### config.mk
export PLATFORM = sky130hd
export DESIGN_NAME = bba_ctrl
export DESIGN_NICKNAME = d
export VERILOG_FILES = /design/src/bba_pkg.sv /design/src/bba_ctrl.sv
export SDC_FILE = /design/constraint.sdc
export NUM_CORES = 1
export LEC_CHECK = 0
export BUFFER_PORTS_ARGS = -buffer_cell sky130_fd_sc_hd__buf_2
export CAP_MARGIN = 20
export CORE_AREA = 2 2 39 41
export CTS_BUF_LIST = sky130_fd_sc_hd__clkbuf_4 sky130_fd_sc_hd__clkbuf_8
export DETAILED_ROUTE_END_ITERATION = 12
export DIE_AREA = 0 0 41 43
export GPL_ROUTABILITY_DRIVEN = 0
export PLACE_DENSITY = 0.37
export SLEW_MARGIN = 10
export SYNTH_ARGS = -nofsm -noshare
export SYNTH_HDL_FRONTEND = slang
export SYNTH_SLANG_ARGS = --single-unit
### constraint.sdc
create_clock -name i_clk -period 1.5 [get_ports i_clk]
set_input_delay 0.15 -clock i_clk [delete_from_list [all_inputs] [get_ports i_clk]]
set_output_delay 0.15 -clock i_clk [all_outputs]
set_load 0.01 [all_outputs]
### src/bba_pkg.sv
package bba_pkg;

    // Bitmap geometry: one bit per block, 64 blocks per word.
    localparam int NUM_WORDS  = 512;
    localparam int WORD_BITS  = 64;
    localparam int BIT_W      = 6;
    localparam int BLK_W      = 15;
    // Block numbers carry 15 bits, so at most 512 words are ever scanned.
    localparam int ADDR_WORDS = 512;
    localparam int SCAN_WORDS = (NUM_WORDS < ADDR_WORDS) ? NUM_WORDS : ADDR_WORDS;
    localparam int WORD_AW    = (NUM_WORDS > 1) ? $clog2(NUM_WORDS) : 1;
    localparam int FILL_W     = $clog2(NUM_WORDS + 1);
    localparam int BWORD_W    = BLK_W - BIT_W;

    localparam logic [WORD_BITS-1:0] ALL_USED = 64'hFFFF_FFFF_FFFF_FFFF;

    typedef enum logic [1:0] {
        ST_OK        = 2'd0,
        ST_FULL      = 2'd1,
        ST_NOT_ALLOC = 2'd2
    } t_status;

    typedef enum logic {
        CMD_ALLOC = 1'b0,
        CMD_FREE  = 1'b1
    } t_cmd;

    typedef enum logic [1:0] {
        S_IDLE,
        S_SCAN,
        S_FCHK,
        S_PUSH
    } t_state;

    typedef struct packed {
        logic start;
        logic advance;
        logic finish;
        logic load_out;
    } t_ctrl_cmd;

    typedef struct packed {
        logic word_full;
        logic last_word;
    } t_dp_stat;

    typedef struct packed {
        logic [BLK_W-1:0] blk;
        t_status          st;
    } t_result;

endpackage

### src/bba_ctrl.sv
module bba_ctrl (
    input  logic                 i_clk,
    input  logic                 i_rst_n,
    input  logic                 i_in_valid,
    input  logic                 i_cmd,
    input  logic                 i_out_free,
    input  bba_pkg::t_dp_stat    i_stat,
    output logic                 o_in_stall,
    output bba_pkg::t_ctrl_cmd   o_cmd
);

    bba_pkg::t_state r_state;
    bba_pkg::t_state n_state;

    always_ff @(posedge i_clk) begin
        if (!i_rst_n) begin
            r_state <= bba_pkg::S_IDLE;
        end else begin
            r_state <= n_state;
        end
    end

    always_comb begin
        n_state    = r_state;
        o_in_stall = 1'b1;
        o_cmd      = '0;
        case (r_state)
            bba_pkg::S_IDLE: begin
                o_in_stall = 1'b0;
                if (i_in_valid) begin
                    o_cmd.start = 1'b1;
                    n_state = (i_cmd == bba_pkg::CMD_FREE) ? bba_pkg::S_FCHK
                                                           : bba_pkg::S_SCAN;
                end
            end
            bba_pkg::S_SCAN: begin
                // stop at the first word with a clear bit or at the last word
                if (!i_stat.word_full || i_stat.last_word) begin
                    o_cmd.finish = 1'b1;
                    n_state = bba_pkg::S_PUSH;
                end else begin
                    o_cmd.advance = 1'b1;
                end
            end
            bba_pkg::S_FCHK: begin
                o_cmd.finish = 1'b1;
                n_state = bba_pkg::S_PUSH;
            end
            bba_pkg::S_PUSH: begin
                if (i_out_free) begin
                    o_cmd.load_out = 1'b1;
                    n_state = bba_pkg::S_IDLE;
                end
            end
            default: begin
                n_state = bba_pkg::S_IDLE;
            end
        endcase
    end

endmodule

==> run metrics, run 1 <==
status completed; Chip Width 41 um; die area 1760 um^2; worst r2r path cells 5; NumNets Final between 50 and 60; GRT overflow 0; Power Density between 1500 and 2000 nW/um^2; Worst setup endpoint r_state[0]$_SDFFE_PN0P_; register area share after synthesis 18.0%; R2R Setup Slk ~0.097 ns; setup TNS 0 ns; DR DRC count 0; CTS buffer count 3; Syn Nets 39; Unique masters post-synth 15; Max Clk Rate slightly above 0.7 GHz; RSZ-0062 raised after global routing no; hpwl dp between 300 and 400 um; initial antenna violation count 0; final setup fails 0; n_diodes 0; min-delay src i_rst_n; Pleak between 0.15 and 0.2 nW; I/O pin total 12; CP max stage delay between 0.3 and 0.4 ns; Die H roughly 43 um; Final Critical Period approximately 1.4 ns; vias per cell around 3.8; Syn Inst Count 27; top cells by area, synth ha_1 (28%), dfxtp_1 (18%), mux2i_1 (9.0%); Clock Tree Buf Depth 2; Port Buffer Count 11; share of cells above drive strength 1 a little under half; RR Startpoint r_state[1]$_SDFFE_PN0P_; Avg Synthesized Cell Area between 8 and 9 um^2; Final Skew about 0.00068 ns; synth-to-layout area growth 53.4%; CP Capture Type flip-flop; max FFs per register 2; Worst-Margin Slew between 0.1 and 0.15 ns; average wire per standard cell a little over 8 um; Core Footprint 1380 um^2; maximum vdd drop 648 uV; CP Launch Type flip-flop; initial core utilization between 15 and 20%; CP Launch Point r_state[1]$_SDFFE_PN0P_; first-pass GRT wire length a little under 800 um; Core Rows 14; Pre-antenna DRT Iters 3; number of max-cap violations 0; Critical Path AT about 1.5 ns; Post-CTS Hold Fix Bufs 0; Critical-path top delay cell a221o_2; H-tree depth 1; Hold WS between 0.2 and 0.25 ns; Slew Viols, Final 0; largest net degree at the start of global routing 5; worst-path fanout max 3; CP cell instances inv_1 > ha_1 > and3b_1 > a221o_2 > mux2i_1; biggest regs r_state (2); CTS tree done; Skew-Pair Late Insertion Delay about 0.22 ns; CTS Sinks 2; final hold vios 0; CTS clk-pin slew, worst paths about 0.030 ns; DR iter-0 viols 2; #FFs+latches synth 2; cell taking the most area after synthesis ha_1; reg2reg end r_state[0]$_SDFFE_PN0P_; GR Util All Layers between 7 and 8%; cell area after synthesis between 200 and 250 um^2; Worst slew margin around nine tenths; worst path required time between 1.5 and 2 ns; Hold Path Class input pin to flip-flop; commonest non-fill, non-tap cell in the layout buf_2; post-route ant nets 0; final WL between 400 and 500 um; period utilisation layout 93.5%; Most flops, register r_state; commonest non-fill, non-tap cells in the layout buf_2 (11), inv_1 (4), nand2_1 (4), ha_1 (4), clkbuf_4 (3); critical setup path kind flip-flop to flip-flop; vias 222; vias in the first global route 207; Syn. warnings 0; Synth top area share about 28%; Root Buffer clkbuf_4
[repair_timing]
action                     4_1_cts  5_1_grt
buffers inserted                 0        0
resized for setup                0        2
setup endpoints to repair        0        1
[metal layers]
layer	routed length, um	track usage [%]	share of wire (%)
met1	250	8.31	53
met5	0	0	0
met3	50	3.14	11
met4	0	8.00	0
met2	175	8.75	37
[Yosys cell counts (all sizes together)]
master,n
mux2i,2
clkinv,1
nand2,4
nand2b,1
and2,1
nor2b,1
o211ai,1
nor2,1
inv,4
dfxtp,2
ha,5
a221o,1
a21oi,1
and3b,1
mux2,1
[area by class of cell]
| cell class | count | area (um^2) |
|---|---|---|
| Multi-Input combinational cell | 20 | 176 |
| Clock buffer | 3 | 22.5 |
| Tap cell | 16 | 20.0 |
| Sequential cell | 2 | 41.3 |
| Inverter | 5 | 18.8 |
| Timing Repair Buffer | 12 | 62.6 |
| Fill cell | 153 | 1040 |
[worst max-delay path: cells and delay by family (launching register included)]
family | cells | cell delay (ns)
AOI/OAI and AO/OA | 1 | 0.34
DFF | 1 | 0.32
adders and majority gates | 1 | 0.21
and+or+nand+nor | 1 | 0.19
muxes | 1 | 0.13
buffers and inverters | 1 | 0.10
[per-stage QoR]
step / util (%) / instances / worst slack, ns / total power [mW] / instance area, um^2
floorplan: - / 27 / 0.120 / 0.336 / 223
global placement: 22.1 / 55 / 0.121 / 0.453 / 305
detailed placement: 22.1 / 55 / 0.129 / 0.451 / 305
CTS: 23.7 / 58 / 0.0309 / 0.579 / 328
global route: 24.7 / 58 / 0.0293 / 0.691 / 342
finish: 24.7 / 58 / 0.0969 / 0.596 / 342
[logic make-up after synthesis]
| kind of cell | synth area share [%] |
|---|---|
| compound gates | 10.7 |
| fa+ha+maj | 28.1 |
| flops | 18.0 |
| buf+inv | 8.42 |
| mux | 14.0 |
| simple gates | 20.8 |
[worst min path at each step]
stage / end / cells past startpoint / slack (ns)
after CTS: r_state[1]$_SDFFE_PN0P_ / 3 / 0.20
after global routing: r_state[0]$_SDFFE_PN0P_ / 3 / 0.21
after detailed placement: r_state[1]$_SDFFE_PN0P_ / 3 / 0.44
after floorplan: r_state[1]$_SDFFE_PN0P_ / 2 / 0.29
final: r_state[1]$_SDFFE_PN0P_ / 3 / 0.21
after global placement: r_state[1]$_SDFFE_PN0P_ / 3 / 0.45
[report_power, final]
part           internal, mW  leakage (nW)  switching (mW)  total (mW)
Combinational         0.194         0.154           0.184       0.379
Clock                0.0882        0.0138          0.0293       0.117
Sequential           0.0808        0.0169          0.0193       0.100
Power figures use the tool's default switching activity.
==> run 2, diff against run 1 <==
RECOVER_POWER = 50   (was not set)
==> run metrics, run 2 (synthesis gave the netlist of run 1 again) <==
NumNets Final 56 (unchanged); worst-path fanout max 3 (unchanged); Root Buffer clkbuf_4; Slew Viols, Final 0 (unchanged); vias per cell 3.83 (unchanged); Chip Width 41 um (unchanged); CP max stage delay 0.34 ns (about the same); biggest regs r_state (2); n_diodes 0 (unchanged); CTS buffer count 3 (unchanged); Skew-Pair Late Insertion Delay 0.22 ns (about the same); largest net degree at the start of global routing 5 (unchanged); status completed; final instance area 339 um^2 (-0.73%); initial core utilization 16.1% (unchanged); post-route ant nets 0 (unchanged); Pre-antenna DRT Iters 3 (unchanged); CTS clk-pin slew, worst paths 0.03 ns (about the same); Max Clk Rate 0.713 GHz (unchanged); Clock Tree Buf Depth 2 (unchanged); Critical Path AT 1.50 ns (about the same); CP Launch Point r_state[1]$_SDFFE_PN0P_; H-tree depth 1 (unchanged); Port Buffer Count 11 (unchanged); final WL 480 um (+0.84%); CP Capture Type flip-flop; Power Density 1750 nW/um^2 (+0.30%); max FFs per register 2 (unchanged); CP Launch Type flip-flop; Post-CTS Repair Setup Buffers 0 (unchanged); DR iter-0 viols 2 (unchanged); Die H 43 um (unchanged); Critical-path top delay cell a221o_2; DR DRC count 0 (unchanged); share of cells above drive strength 1 40.5% (-4.8 points); Pleak 0.177 nW (-4.1%); worst path required time 1.60 ns (about the same); CP cell instances inv_1 > ha_1 > and3b_1 > a221o_2 > mux2i_1; CTS Sinks 2 (unchanged); GRT overflow 0 (unchanged); vias in the first global route 207 (unchanged); RR Startpoint r_state[1]$_SDFFE_PN0P_; Worst-Margin Slew 0.150 ns (unchanged); RSZ-0062 raised after global routing no; Fill cells 155 (+1.3%); first-pass GRT wire length 793 um (unchanged); min-delay src i_rst_n; commonest non-fill, non-tap cells in the layout buf_2 (9), inv_1 (4), nand2_1 (4), ha_1 (4), clkbuf_4 (3); setup TNS 0 ns (unchanged); GR Util All Layers 7.21% (unchanged); final hold vios 0 (unchanged); Post-Place Cell Area 305 um^2 (unchanged); Final Critical Period 1.40 ns (unchanged); hpwl dp 382 um (unchanged); initial antenna violation count 0 (unchanged); average wire per standard cell 8.28 um (+0.84%); CTS tree done; Final Skew 0.000678 ns (unchanged); final setup fails 0 (unchanged); commonest non-fill, non-tap cell in the layout buf_2; Hold Path Class input pin to flip-flop; critical setup path kind flip-flop to flip-flop; die area 1760 um^2 (unchanged); period utilisation layout 93.5% (unchanged); Core Footprint 1380 um^2 (unchanged); number of max-cap violations 0 (unchanged); Core Rows 14 (unchanged); Most flops, register r_state; I/O pin total 12 (unchanged); synth-to-layout area growth 52.2%; maximum vdd drop 645 uV (-0.42%); vias 222 (unchanged); Worst slew margin 90.0% (unchanged)
==> run 2: final cells by class <==
type                            instances  area [um^2]  area share [%]
Multi-Input combinational cell         20          176            52.0
Clock buffer                            3         22.5            6.64
Tap cell                               16         20.0            5.90
Inverter                                5         18.8            5.54
Sequential cell                         2         41.3            12.2
Timing Repair Buffer                   12         60.1            17.7
==> run 2: per-layer routing <==
metal / global-route usage, % / part of all wire (%) / vias up
li1: - / - / 117
met1: 8.31 / 51 / 93
met2: 8.75 / 36 / 12
met3: 3.14 / 12 / 0
met4: 8.00 / 0 / 0
met5: 0 / 0 / -
==> run 2: critical path: cells and delay by family, from the launching register on <==
kind	cells	cell delay, ns
and+or+nand+nor	1	0.19
AOI/OAI and AO/OA	1	0.34
adders and majority gates	1	0.21
muxes	1	0.13
buffers and inverters	1	0.10
DFF	1	0.32
==> run 2: power by group <==
group          internal (mW)  leakage (nW)  switching [mW]
clock network         0.0882        0.0138          0.0293
registers             0.0808        0.0169          0.0193
logic                  0.191         0.147           0.185
==> run 2: path summary, 6_finish.rpt <==
check / slack (ns) / to / depth (start not counted)
worst max-delay path: 0.1 / r_state[0]$_SDFFE_PN0P_ / 5
worst min-delay path: 0.21 / r_state[1]$_SDFFE_PN0P_ / 3
worst max register to register: 0.1 / r_state[0]$_SDFFE_PN0P_ / 5
worst min register to register: 0.49 / r_state[0]$_SDFFE_PN0P_ / 2
==> run 2: repair_timing <==
action / CTS / global route
resized for setup: 0 / 2
setup endpoints to repair: 0 / 1
hold buffers: 0 / 0
==> run 2: stage by stage <==
step / instances / setup WS [ns] / total power [mW] / util (%) / hold slack [ns]
detailed placement: 55 / 0.129 / 0.451 / 22.1 / 0.440
global route: 58 / 0.0293 / 0.688 / 24.5 / 0.206
global placement: 55 / 0.121 / 0.453 / 22.1 / 0.454
floorplan: 27 / 0.120 / 0.336 / - / 0.289
CTS: 58 / 0.0309 / 0.579 / 23.7 / 0.201
finish: 58 / 0.0969 / 0.593 / 24.5 / 0.206
